## src/rtl/core/eoa_pkg.sv

```systemverilog
// Shared types, constants and trig helpers for the odometry accumulator.
package eoa_pkg;

  // Field widths fixed by the interface
  localparam int COUNT_FIELD_W = 32;
  localparam int HEADING_W     = 16;
  localparam int TRIG_W        = 16;
  localparam int DEG_W         = 9;
  localparam int IPT_W         = 32;

  // Reset value of the distance-per-tick register (Q0.32 inches)
  localparam logic [IPT_W-1:0] IPT_RESET = 32'd6957348;

  // Angle constants in whole degrees
  localparam logic [DEG_W-1:0] DEG_90   = 9'd90;
  localparam logic [DEG_W-1:0] DEG_180  = 9'd180;
  localparam logic [DEG_W-1:0] DEG_270  = 9'd270;
  localparam logic [DEG_W-1:0] DEG_360  = 9'd360;
  // Multiple of 360 that lifts any 16-bit heading above zero
  localparam logic [17:0]      DEG_LIFT = 18'd33120;
  // ceil(2^25 / 360): exact quotient by 360 for any lifted heading
  localparam logic [16:0]      DEG_RECIP = 17'd93207;

  localparam int SINE_TABLE_ENTRIES = 91;
  localparam int SINE_IDX_W         = $clog2(SINE_TABLE_ENTRIES);

  // Quarter-wave sine, Q1.15 magnitudes, one entry per degree
  localparam logic [TRIG_W-1:0] QUARTER_SINE [SINE_TABLE_ENTRIES] = '{
    16'd0,     16'd572,   16'd1144,  16'd1715,  16'd2286,  16'd2856,  16'd3425,
    16'd3993,  16'd4560,  16'd5126,  16'd5690,  16'd6252,  16'd6813,  16'd7371,
    16'd7927,  16'd8481,  16'd9032,  16'd9580,  16'd10126, 16'd10668, 16'd11207,
    16'd11743, 16'd12275, 16'd12803, 16'd13328, 16'd13848, 16'd14365, 16'd14876,
    16'd15384, 16'd15886, 16'd16384, 16'd16877, 16'd17364, 16'd17847, 16'd18324,
    16'd18795, 16'd19261, 16'd19720, 16'd20174, 16'd20622, 16'd21063, 16'd21498,
    16'd21926, 16'd22348, 16'd22763, 16'd23170, 16'd23571, 16'd23965, 16'd24351,
    16'd24730, 16'd25102, 16'd25466, 16'd25822, 16'd26170, 16'd26510, 16'd26842,
    16'd27166, 16'd27482, 16'd27789, 16'd28088, 16'd28378, 16'd28660, 16'd28932,
    16'd29197, 16'd29452, 16'd29698, 16'd29935, 16'd30163, 16'd30382, 16'd30592,
    16'd30792, 16'd30983, 16'd31164, 16'd31336, 16'd31499, 16'd31651, 16'd31795,
    16'd31928, 16'd32052, 16'd32166, 16'd32270, 16'd32365, 16'd32449, 16'd32524,
    16'd32589, 16'd32643, 16'd32688, 16'd32723, 16'd32748, 16'd32763, 16'd32768
  };

  // Request codes
  localparam logic REQ_UPDATE   = 1'b0;
  localparam logic REQ_ZERO_REF = 1'b1;

  // Datapath operations, one per sequencer step
  typedef enum logic [3:0] {
    OP_IDLE,
    OP_DIFF,
    OP_MUL_HI,
    OP_MUL_LO,
    OP_DIST,
    OP_MUL_X,
    OP_ACC_X,
    OP_MUL_Y,
    OP_ACC_Y,
    OP_ZERO_REF
  } op_t;

  typedef struct packed {
    logic load;   // capture the accepted input word
    op_t  op;     // datapath step this cycle
    logic push;   // move accumulators into the output register
  } cmd_t;

  typedef struct packed {
    logic              neg;
    logic [TRIG_W-1:0] mag;
  } trig_t;

  // Reduce a signed heading into 0..359: lift it above zero, then take the
  // remainder by 360 through a reciprocal multiply
  function automatic logic [DEG_W-1:0] wrap_deg(logic signed [HEADING_W-1:0] h);
    logic [17:0] lifted;
    logic [33:0] prod;
    logic [7:0]  q;
    logic [16:0] rem;
    begin
      lifted   = {{2{h[HEADING_W-1]}}, h} + DEG_LIFT;
      prod     = {17'd0, lifted[16:0]} * {17'd0, DEG_RECIP};
      q        = prod[32:25];
      rem      = lifted[16:0] - ({9'd0, q} * {8'd0, DEG_360});
      wrap_deg = rem[DEG_W-1:0];
    end
  endfunction

  // Sine of a degree in 0..359 as magnitude and sign
  function automatic trig_t sine_of(logic [DEG_W-1:0] d);
    logic [DEG_W-1:0] idx;
    trig_t            t;
    begin
      t.neg = 1'b0;
      if (d <= DEG_90) begin
        idx = d;
      end else if (d <= DEG_180) begin
        idx = DEG_180 - d;
      end else if (d <= DEG_270) begin
        idx = d - DEG_180;
        t.neg = 1'b1;
      end else begin
        idx = DEG_360 - d;
        t.neg = 1'b1;
      end
      t.mag = QUARTER_SINE[idx[SINE_IDX_W-1:0]];
      sine_of = t;
    end
  endfunction

endpackage

```

## src/rtl/core/eoa_ctrl.sv

```systemverilog
// Sequencer for the odometry accumulator: steps the datapath and owns the handshakes.
module eoa_ctrl (
  input  logic          clk,
  input  logic          rst_n,
  input  logic          in_valid,
  input  logic          in_req_type,
  output logic          in_stall,
  output logic          out_valid,
  input  logic          out_stall,
  output eoa_pkg::cmd_t cmd
);

  typedef enum logic [3:0] {
    S_IDLE,
    S_DIFF,
    S_MUL_HI,
    S_MUL_LO,
    S_DIST,
    S_MUL_X,
    S_ACC_X,
    S_MUL_Y,
    S_ACC_Y,
    S_ZERO,
    S_DONE
  } state_t;

  state_t state_r, state_nxt;
  logic   out_valid_r, out_valid_nxt;
  logic   accept;
  logic   push;

  assign in_stall  = (state_r != S_IDLE);
  assign out_valid = out_valid_r;
  assign accept    = (state_r == S_IDLE) && in_valid;
  assign push      = (state_r == S_DONE) && (!out_valid_r || !out_stall);

  // Decode the step for the datapath
  always_comb begin
    cmd.load = accept;
    cmd.push = push;
    case (state_r)
      S_DIFF:   cmd.op = eoa_pkg::OP_DIFF;
      S_MUL_HI: cmd.op = eoa_pkg::OP_MUL_HI;
      S_MUL_LO: cmd.op = eoa_pkg::OP_MUL_LO;
      S_DIST:   cmd.op = eoa_pkg::OP_DIST;
      S_MUL_X:  cmd.op = eoa_pkg::OP_MUL_X;
      S_ACC_X:  cmd.op = eoa_pkg::OP_ACC_X;
      S_MUL_Y:  cmd.op = eoa_pkg::OP_MUL_Y;
      S_ACC_Y:  cmd.op = eoa_pkg::OP_ACC_Y;
      S_ZERO:   cmd.op = eoa_pkg::OP_ZERO_REF;
      default:  cmd.op = eoa_pkg::OP_IDLE;
    endcase
  end

  // Advance through the steps
  always_comb begin
    state_nxt = state_r;
    case (state_r)
      S_IDLE: begin
        if (accept) begin
          state_nxt = (in_req_type == eoa_pkg::REQ_ZERO_REF) ? S_ZERO : S_DIFF;
        end
      end
      S_DIFF:   state_nxt = S_MUL_HI;
      S_MUL_HI: state_nxt = S_MUL_LO;
      S_MUL_LO: state_nxt = S_DIST;
      S_DIST:   state_nxt = S_MUL_X;
      S_MUL_X:  state_nxt = S_ACC_X;
      S_ACC_X:  state_nxt = S_MUL_Y;
      S_MUL_Y:  state_nxt = S_ACC_Y;
      S_ACC_Y:  state_nxt = S_DONE;
      S_ZERO:   state_nxt = S_DONE;
      S_DONE: begin
        if (push) begin
          state_nxt = S_IDLE;
        end
      end
      default:  state_nxt = S_IDLE;
    endcase
  end

  // Track the output word: set on push, drop once taken
  always_comb begin
    out_valid_nxt = out_valid_r;
    if (push) begin
      out_valid_nxt = 1'b1;
    end else if (!out_stall) begin
      out_valid_nxt = 1'b0;
    end
  end

  always_ff @(posedge clk) begin
    if (!rst_n) begin
      state_r     <= S_IDLE;
      out_valid_r <= 1'b0;
    end else begin
      state_r     <= state_nxt;
      out_valid_r <= out_valid_nxt;
    end
  end

endmodule

```

## src/rtl/core/eoa_datapath.sv

```systemverilog
// Datapath for the odometry accumulator: count deltas, shared multiplier, saturating sums.
module eoa_datapath #(
  parameter int COUNT_BITS    = 32,
  parameter int POSITION_BITS = 48
) (
  input  logic                                       clk,
  input  logic                                       rst_n,
  input  eoa_pkg::cmd_t                              cmd,
  input  logic                                       cfg_wr_en,
  input  logic [eoa_pkg::IPT_W-1:0]                  cfg_wr_data,
  input  logic signed [eoa_pkg::COUNT_FIELD_W-1:0]   in_left_count,
  input  logic signed [eoa_pkg::COUNT_FIELD_W-1:0]   in_right_count,
  input  logic signed [eoa_pkg::HEADING_W-1:0]       in_heading_deg,
  output logic signed [POSITION_BITS-1:0]            out_x_pos,
  output logic signed [POSITION_BITS-1:0]            out_y_pos
);

  localparam int MW = COUNT_BITS + 1;          // count-change magnitude
  localparam int DW = COUNT_BITS + 16;         // distance in Q.16
  localparam int PW = DW + eoa_pkg::TRIG_W;    // multiplier product
  localparam int SW = ((POSITION_BITS > DW + 1) ? POSITION_BITS : DW + 1) + 1;
  localparam int TW = eoa_pkg::TRIG_W;
  localparam int GW = eoa_pkg::DEG_W;

  localparam logic signed [SW-1:0] P_MAX =
    {{(SW-POSITION_BITS+1){1'b0}}, {(POSITION_BITS-1){1'b1}}};
  localparam logic signed [SW-1:0] P_MIN =
    {{(SW-POSITION_BITS+1){1'b1}}, {(POSITION_BITS-1){1'b0}}};

  logic [eoa_pkg::IPT_W-1:0]       ipt_r;
  logic signed [COUNT_BITS-1:0]    left_r, right_r, lref_r, rref_r;
  logic signed [eoa_pkg::HEADING_W-1:0] head_r;
  logic [MW-1:0]                   m_r;
  logic                            neg_r;
  logic [GW-1:0]                   deg_r;
  logic [TW-1:0]                   sin_mag_r, cos_mag_r;
  logic                            x_neg_r, y_neg_r;
  logic [PW-1:0]                   prod_r;
  logic [DW:0]                     hi_r;
  logic [DW-1:0]                   dist_r;
  logic signed [POSITION_BITS-1:0] x_r, y_r, out_x_r, out_y_r;

  logic signed [COUNT_BITS+1:0]    l_ext, r_ext, lr_ext, rr_ext, diff_s, diff_neg;
  logic [GW:0]                     d90_sum;
  logic [GW-1:0]                   d90;
  eoa_pkg::trig_t                  sin_t, cos_t;
  logic [DW-1:0]                   mul_a;
  logic [TW-1:0]                   mul_b;
  logic [PW-1:0]                   mul_p;
  logic [DW+1:0]                   dist_sum;
  logic [DW:0]                     step_mag;
  logic                            step_neg;
  logic signed [SW-1:0]            step_s, acc_s, sum_s;
  logic signed [POSITION_BITS-1:0] acc_sel, sat_v;

  assign out_x_pos = out_x_r;
  assign out_y_pos = out_y_r;

  // Exact signed count change, left side negated
  assign l_ext    = {{2{left_r[COUNT_BITS-1]}}, left_r};
  assign r_ext    = {{2{right_r[COUNT_BITS-1]}}, right_r};
  assign lr_ext   = {{2{lref_r[COUNT_BITS-1]}}, lref_r};
  assign rr_ext   = {{2{rref_r[COUNT_BITS-1]}}, rref_r};
  assign diff_s   = (r_ext - rr_ext) - (l_ext - lr_ext);
  assign diff_neg = -diff_s;

  // Heading plus a quarter turn for the cosine
  assign d90_sum = {1'b0, deg_r} + {1'b0, eoa_pkg::DEG_90};
  assign d90     = (d90_sum >= {1'b0, eoa_pkg::DEG_360}) ?
                   GW'(d90_sum - {1'b0, eoa_pkg::DEG_360}) : d90_sum[GW-1:0];
  assign sin_t   = eoa_pkg::sine_of(deg_r);
  assign cos_t   = eoa_pkg::sine_of(d90);

  // Shared multiplier operand select
  always_comb begin
    case (cmd.op)
      eoa_pkg::OP_MUL_HI: begin
        mul_a = {{(DW-MW){1'b0}}, m_r};
        mul_b = ipt_r[eoa_pkg::IPT_W-1:16];
      end
      eoa_pkg::OP_MUL_LO: begin
        mul_a = {{(DW-MW){1'b0}}, m_r};
        mul_b = ipt_r[15:0];
      end
      eoa_pkg::OP_MUL_X: begin
        mul_a = dist_r;
        mul_b = sin_mag_r;
      end
      eoa_pkg::OP_MUL_Y: begin
        mul_a = dist_r;
        mul_b = cos_mag_r;
      end
      default: begin
        mul_a = '0;
        mul_b = '0;
      end
    endcase
  end

  assign mul_p = PW'(mul_a) * PW'(mul_b);

  // Distance = (m*k_hi + (m*k_lo >> 16)) >> 1
  assign dist_sum = {1'b0, hi_r} + {2'b00, prod_r[PW-1:16]};

  // Signed trig step and saturating add into the chosen axis
  assign step_mag = prod_r[PW-1:15];
  assign step_neg = (cmd.op == eoa_pkg::OP_ACC_Y) ? y_neg_r : x_neg_r;
  assign acc_sel  = (cmd.op == eoa_pkg::OP_ACC_Y) ? y_r : x_r;
  assign step_s   = step_neg ? -$signed({{(SW-DW-1){1'b0}}, step_mag})
                             :  $signed({{(SW-DW-1){1'b0}}, step_mag});
  assign acc_s    = {{(SW-POSITION_BITS){acc_sel[POSITION_BITS-1]}}, acc_sel};
  assign sum_s    = acc_s + step_s;

  always_comb begin
    if (sum_s > P_MAX) begin
      sat_v = P_MAX[POSITION_BITS-1:0];
    end else if (sum_s < P_MIN) begin
      sat_v = P_MIN[POSITION_BITS-1:0];
    end else begin
      sat_v = sum_s[POSITION_BITS-1:0];
    end
  end

  // Configuration and control-visible state
  always_ff @(posedge clk) begin
    if (!rst_n) begin
      ipt_r  <= eoa_pkg::IPT_RESET;
      lref_r <= '0;
      rref_r <= '0;
      x_r    <= '0;
      y_r    <= '0;
    end else begin
      if (cfg_wr_en) begin
        ipt_r <= cfg_wr_data;
      end
      case (cmd.op)
        eoa_pkg::OP_DIFF: begin
          lref_r <= left_r;
          rref_r <= right_r;
        end
        eoa_pkg::OP_ZERO_REF: begin
          lref_r <= '0;
          rref_r <= '0;
        end
        eoa_pkg::OP_ACC_X: x_r <= sat_v;
        eoa_pkg::OP_ACC_Y: y_r <= sat_v;
        default: ;
      endcase
    end
  end

  // Working registers
  always_ff @(posedge clk) begin
    if (cmd.load) begin
      left_r  <= in_left_count[COUNT_BITS-1:0];
      right_r <= in_right_count[COUNT_BITS-1:0];
      head_r  <= in_heading_deg;
    end
    if (cmd.push) begin
      out_x_r <= x_r;
      out_y_r <= y_r;
    end
    case (cmd.op)
      eoa_pkg::OP_DIFF: begin
        neg_r <= diff_s[COUNT_BITS+1];
        m_r   <= diff_s[COUNT_BITS+1] ? diff_neg[MW-1:0] : diff_s[MW-1:0];
        deg_r <= eoa_pkg::wrap_deg(head_r);
      end
      eoa_pkg::OP_MUL_HI: begin
        prod_r    <= mul_p;
        sin_mag_r <= sin_t.mag;
        cos_mag_r <= cos_t.mag;
        x_neg_r   <= neg_r ^ sin_t.neg;
        y_neg_r   <= neg_r ^ cos_t.neg;
      end
      eoa_pkg::OP_MUL_LO: begin
        hi_r   <= prod_r[DW:0];
        prod_r <= mul_p;
      end
      eoa_pkg::OP_DIST:  dist_r <= dist_sum[DW:1];
      eoa_pkg::OP_MUL_X: prod_r <= mul_p;
      eoa_pkg::OP_MUL_Y: prod_r <= mul_p;
      default: ;
    endcase
  end

endmodule

```

## src/rtl/core/encoder_odometry_accumulator.sv

```systemverilog
// Top level of the differential-drive odometry accumulator.
//
// Input channel (in_valid / in_stall): one word per update. in_req_type 0
// takes new left and right encoder counts and a heading in whole degrees
// and moves x and y by the averaged, scaled distance times sin and cos.
// in_req_type 1 zeroes the stored reference counts and keeps the position.
// Output channel (out_valid / out_stall): one word per input word carrying
// x_pos and y_pos, signed Q32.16 inches, saturating at the position width.
// cfg_wr_en / cfg_wr_data load inches_per_tick (Q0.32); write only when idle.
// Sequence: an update word steps through difference, scale high and low,
// distance, x product and sum, y product and sum, then done; a reference-zero
// word steps through zero, then done. out_valid rises as the sequencer leaves
// done. The steps follow from one 48x16 multiplier that is used four times
// per update (two halves of the scale, then sin, cos). The output is a
// register: the next word is accepted while a result waits, and the
// sequencer holds at its last step while an earlier result is still stalled.
// Reset (rst_n low, synchronous) clears position, references and the
// output valid, and restores inches_per_tick to its default.
module encoder_odometry_accumulator #(
  parameter int COUNT_BITS    = 32,
  parameter int POSITION_BITS = 48
) (
  input  logic                                     clk,
  input  logic                                     rst_n,
  input  logic                                     cfg_wr_en,
  input  logic [eoa_pkg::IPT_W-1:0]                cfg_wr_data,
  input  logic                                     in_valid,
  output logic                                     in_stall,
  input  logic                                     in_req_type,
  input  logic signed [eoa_pkg::COUNT_FIELD_W-1:0] in_left_count,
  input  logic signed [eoa_pkg::COUNT_FIELD_W-1:0] in_right_count,
  input  logic signed [eoa_pkg::HEADING_W-1:0]     in_heading_deg,
  output logic                                     out_valid,
  input  logic                                     out_stall,
  output logic signed [POSITION_BITS-1:0]          out_x_pos,
  output logic signed [POSITION_BITS-1:0]          out_y_pos
);

  eoa_pkg::cmd_t cmd;

  eoa_ctrl u_ctrl (
    .clk         (clk),
    .rst_n       (rst_n),
    .in_valid    (in_valid),
    .in_req_type (in_req_type),
    .in_stall    (in_stall),
    .out_valid   (out_valid),
    .out_stall   (out_stall),
    .cmd         (cmd)
  );

  eoa_datapath #(
    .COUNT_BITS    (COUNT_BITS),
    .POSITION_BITS (POSITION_BITS)
  ) u_datapath (
    .clk            (clk),
    .rst_n          (rst_n),
    .cmd            (cmd),
    .cfg_wr_en      (cfg_wr_en),
    .cfg_wr_data    (cfg_wr_data),
    .in_left_count  (in_left_count),
    .in_right_count (in_right_count),
    .in_heading_deg (in_heading_deg),
    .out_x_pos      (out_x_pos),
    .out_y_pos      (out_y_pos)
  );

  // An accepted word keeps the input side busy on the next cycle
  a_busy_after_accept: assert property (@(posedge clk) disable iff (!rst_n)
    (in_valid && !in_stall) |=> in_stall)
    else $error("input accepted again right after an accept");

  // A new result appears only as the sequencer returns to idle
  a_result_at_idle: assert property (@(posedge clk) disable iff (!rst_n)
    $rose(out_valid) |-> !in_stall)
    else $error("result pushed while sequencer still busy");

  // The datapath never loads inputs while it is stepping
  a_load_only_idle: assert property (@(posedge clk) disable iff (!rst_n)
    cmd.load |-> (cmd.op == eoa_pkg::OP_IDLE) && !cmd.push)
    else $error("input load overlaps a datapath step");

endmodule

```

## config.mk

```make
export PLATFORM = sky130hd
export DESIGN_NAME = encoder_odometry_accumulator
export DESIGN_NICKNAME = d
export VERILOG_FILES = /design/src/rtl/core/eoa_pkg.sv /design/src/rtl/core/eoa_ctrl.sv /design/src/rtl/core/eoa_datapath.sv /design/src/rtl/core/encoder_odometry_accumulator.sv
export SDC_FILE = /design/constraint.sdc
export NUM_CORES = 2
export LEC_CHECK = 0
export BUFFER_PORTS_ARGS = -buffer_cell sky130_fd_sc_hd__buf_4
export CORE_ASPECT_RATIO = 1.4
export CORE_MARGIN = 2
export CORE_UTILIZATION = 45
export CTS_CLUSTER_DIAMETER = 30
export CTS_CLUSTER_SIZE = 28
export DETAILED_ROUTE_END_ITERATION = 10
export HOLD_SLACK_MARGIN = 0.08
export PLACE_DENSITY = 0.63
export RECOVER_POWER = 50
export SETUP_SLACK_MARGIN = 0.1
export SLEW_MARGIN = 15
export SYNTH_ARGS = -nofsm -noshare
export SYNTH_HDL_FRONTEND = slang
export SYNTH_HIERARCHICAL = 1
export SYNTH_SLANG_ARGS = --single-unit
export TNS_END_PERCENT = 50
```

## constraint.sdc

```tcl
create_clock -name clk -period 10 [get_ports clk]
set_input_delay 0.5 -clock clk [delete_from_list [all_inputs] [get_ports clk]]
set_output_delay 0.5 -clock clk [all_outputs]
set_load 0.005 [all_outputs]
```

==> qor.txt <==
Worst Tran Pin Value = 3.21 ns
GR Overflow Total = 0
CTS root buf = clkbuf_16
clk sink count = 615
crit-path max FO = 40
syn avg cell area = 9.15 um2
Residual DRC = 0
Via density = 5.56
Critical Path AT = 9.89 ns
first-pass iteration count of the detailed router = 6
DR iter-0 viols = 4144
Die Area = 147000 um2
H-tree depth = 3
synth unique cells = 100
Min-Delay Path Class = primary input to flop
violated checks = max-capacitance violations, max-slew violations
# nets final = 8644
mapped cell area = 64800 um2
dpl hpwl = 158000 um
max cap viols = 6
largest net degree at the start of global routing = 97
r2r startpoint = u_ctrl/cmd[2]$_SDFF_PP0_
skew final = 0.0707 ns
clock latency on the worst-skew pair = 0.78 ns
Slew headroom = -114%
site row count = 164
Clk pin slew, worst setup/hold paths = 0.05 ns
Synth Flop Type = edfxtp_1
synth warn = 6
# hold bufs at CTS = 116
fin cells = 9310
largest cells by area after synthesis = fa_1 (25%), edfxtp_1 (19%), ha_1 (8.3%), dfxtp_1 (6.2%), inv_1 (6.2%)
Resized Gates After CTS = 0
mean routed wirelength per cell = 21.4 um
CTS tree = built
ANT nets after route = 0
EDFF count, synth = 414
Die W = 325 um
WHS = 0.146 ns
Max Clock Freq = 0.106 GHz
Die Ht = 453 um
layout cell share with drive strength beyond 1 = 8.12%
routed wire length = 199000 um
initial antenna violation count = 3
area grow syn2layout = 14.0%
cells after synthesis = 7073
Post-synth ARST share = 0%
crit end category = flop
Worst path max stage delay = 0.57 ns
unrepaired setup endpoints after global routing = false
worst slack, placed = 0.595 ns
Final Cycle Share = 94.1%
core area = 143000 um2
worst endpoint required time = 10.48 ns
Yosys top cell area share = 24.6%
critical path class = flop to flop
# placed instances = 8977
CP max-delay cell = dfxtp_1
via count = 51799
Final TNS setup = 0 ns
endpoints failing setup = 0
post-CTS setup buffer count = 0
Final Hold Viols = 0
Final WS setup = 0.587 ns
CP most frequent cell = fa_1
CP startpoint = u_ctrl/cmd[2]$_SDFF_PP0_
syn_nets = 8418
RePlAce Congestion = 1.02
number of global-route vias before repair = 53588
CP Launch Type = flop
status = complete, but fails checks
post-route minimum period = 9.41 ns
CTS max path bufs = 3
CTS Buf Count = 113
Port Buf Inserts = 215
Hold Crit Start = rst_n
first-pass GRT wire length = 306000 um
Initial Util = 45.3%
GRT Util Overall = 26.9%
Seq cells post-synth = 615
I/O Pins = 216
sequential-to-total area share from yosys stat = 25.4%
Slew Limit Fails = 244
Synth area leader = fa_1
[cells by family after synthesis]
kind of cell / synth area share, %
buf+inv: 8.37
xor+xnor: 4.16
flops: 25.4
simple gates: 13.6
fa+ha+maj: 32.9
compound gates: 13.9
mux: 1.56
[path summary, 6_finish.rpt]
path	endpoint	slack, ns	cells after the start
worst max-delay path	u_datapath/prod_r[62]$_DFFE_PP_	0.59	28
worst min-delay path	u_datapath/ipt_r[19]$_SDFFE_PN1P_	0.15	2
worst max register to register	u_datapath/prod_r[62]$_DFFE_PP_	0.59	28
worst min register to register	u_datapath/hi_r[2]$_DFFE_PN_	0.41	0
[layer usage]
| metal | part of all wire (%) | wire length, um | global-route usage, % | up-vias |
|---|---|---|---|---|
| met5 | 0.0045 | 9 | 0 | - |
| met4 | 6.0 | 12100 | 14.7 | 2 |
| met3 | 5.5 | 11000 | 3.44 | 523 |
| met2 | 51 | 102000 | 49.2 | 1847 |
| met1 | 37 | 74100 | 30.4 | 25592 |
| li1 | - | - | - | 23835 |
[flip-flops by register name, indices dropped and copies added (netlist names), 32 cells and up]
| name | flops |
|---|---|
| u_datapath/out_x_pos | 48 |
| u_datapath/m_r | 33 |
| u_datapath/ipt_r | 32 |
| u_datapath/rref_r | 32 |
| u_datapath/right_r | 32 |
| u_datapath/left_r | 32 |
| u_datapath/dist_r | 48 |
| u_datapath/y_r | 48 |
| u_datapath/lref_r | 32 |
| u_datapath/out_y_pos | 48 |
| u_datapath/hi_r | 49 |
| u_datapath/prod_r | 64 |
| u_datapath/x_r | 48 |
[final cells by class]
cell class                 instances  area, um2
clock buffer                     128       2970
sequential                       615      16500
clock inverter                    87       1050
inverter                        1071       4020
multi-input combinational       5033      43100
tap                             1909       2390
antenna                            2       5.00
fill                           13184      69000
timing repair buffer             465       3810
[per-stage QoR]
step | utilization [%] | instance area (um2)
detailed placement | 48.2 | 68800
floorplan | - | 64800
finish | 51.7 | 73800
CTS | 51.8 | 74000
global route | 51.7 | 73800
global placement | 48.2 | 68800
[cell usage in the layout (no fill, tap or decap), types with 41 or more instances in the layout]
cell type	n
nand2b_1	45
nor3_1	66
nor2b_1	57
clkbuf_4	155
a21boi_0	87
dfxtp_1	199
fa_1	796
edfxtp_1	414
a21oi_1	394
a22oi_1	41
a21o_1	147
and2_1	41
xnor2_1	200
a31oi_1	44
o21ai_0	295
xor2_1	97
inv_1	1067
nand3_1	94
dlygate4sd3_1	116
or3_1	56
mux2i_1	86
nand2_1	1019
buf_4	153
ha_1	431
nor2_1	447
clkbuf_16	116
[cell usage after synthesis (44+ instances only)]
cell,count
nand2b_1,45
nand2_1,1020
nor2b_1,57
nor3_1,66
fa_1,796
dfxtp_1,201
clkbuf_1,294
mux2i_1,86
and2_1,44
ha_1,431
or3_1,56
a21o_1,147
nand3_1,94
a21boi_0,87
edfxtp_1,414
o21ai_0,295
xnor2_1,204
a21oi_1,395
xor2_1,98
inv_1,1067
nor2_1,450
a31oi_1,44
[worst max-delay path: cells and delay by family (launching register included)]
family,cells,cell delay [ns]
buf+inv,5,0.79
fa+ha+maj,7,3.51
compound gates,13,3.49
flops,1,0.57
xor+xnor,1,0.09
simple gates,2,0.64
Power is left out: the tool's default activity adds up to more than one toggle a clock period on the data nets, which glitch-free logic cannot reach.
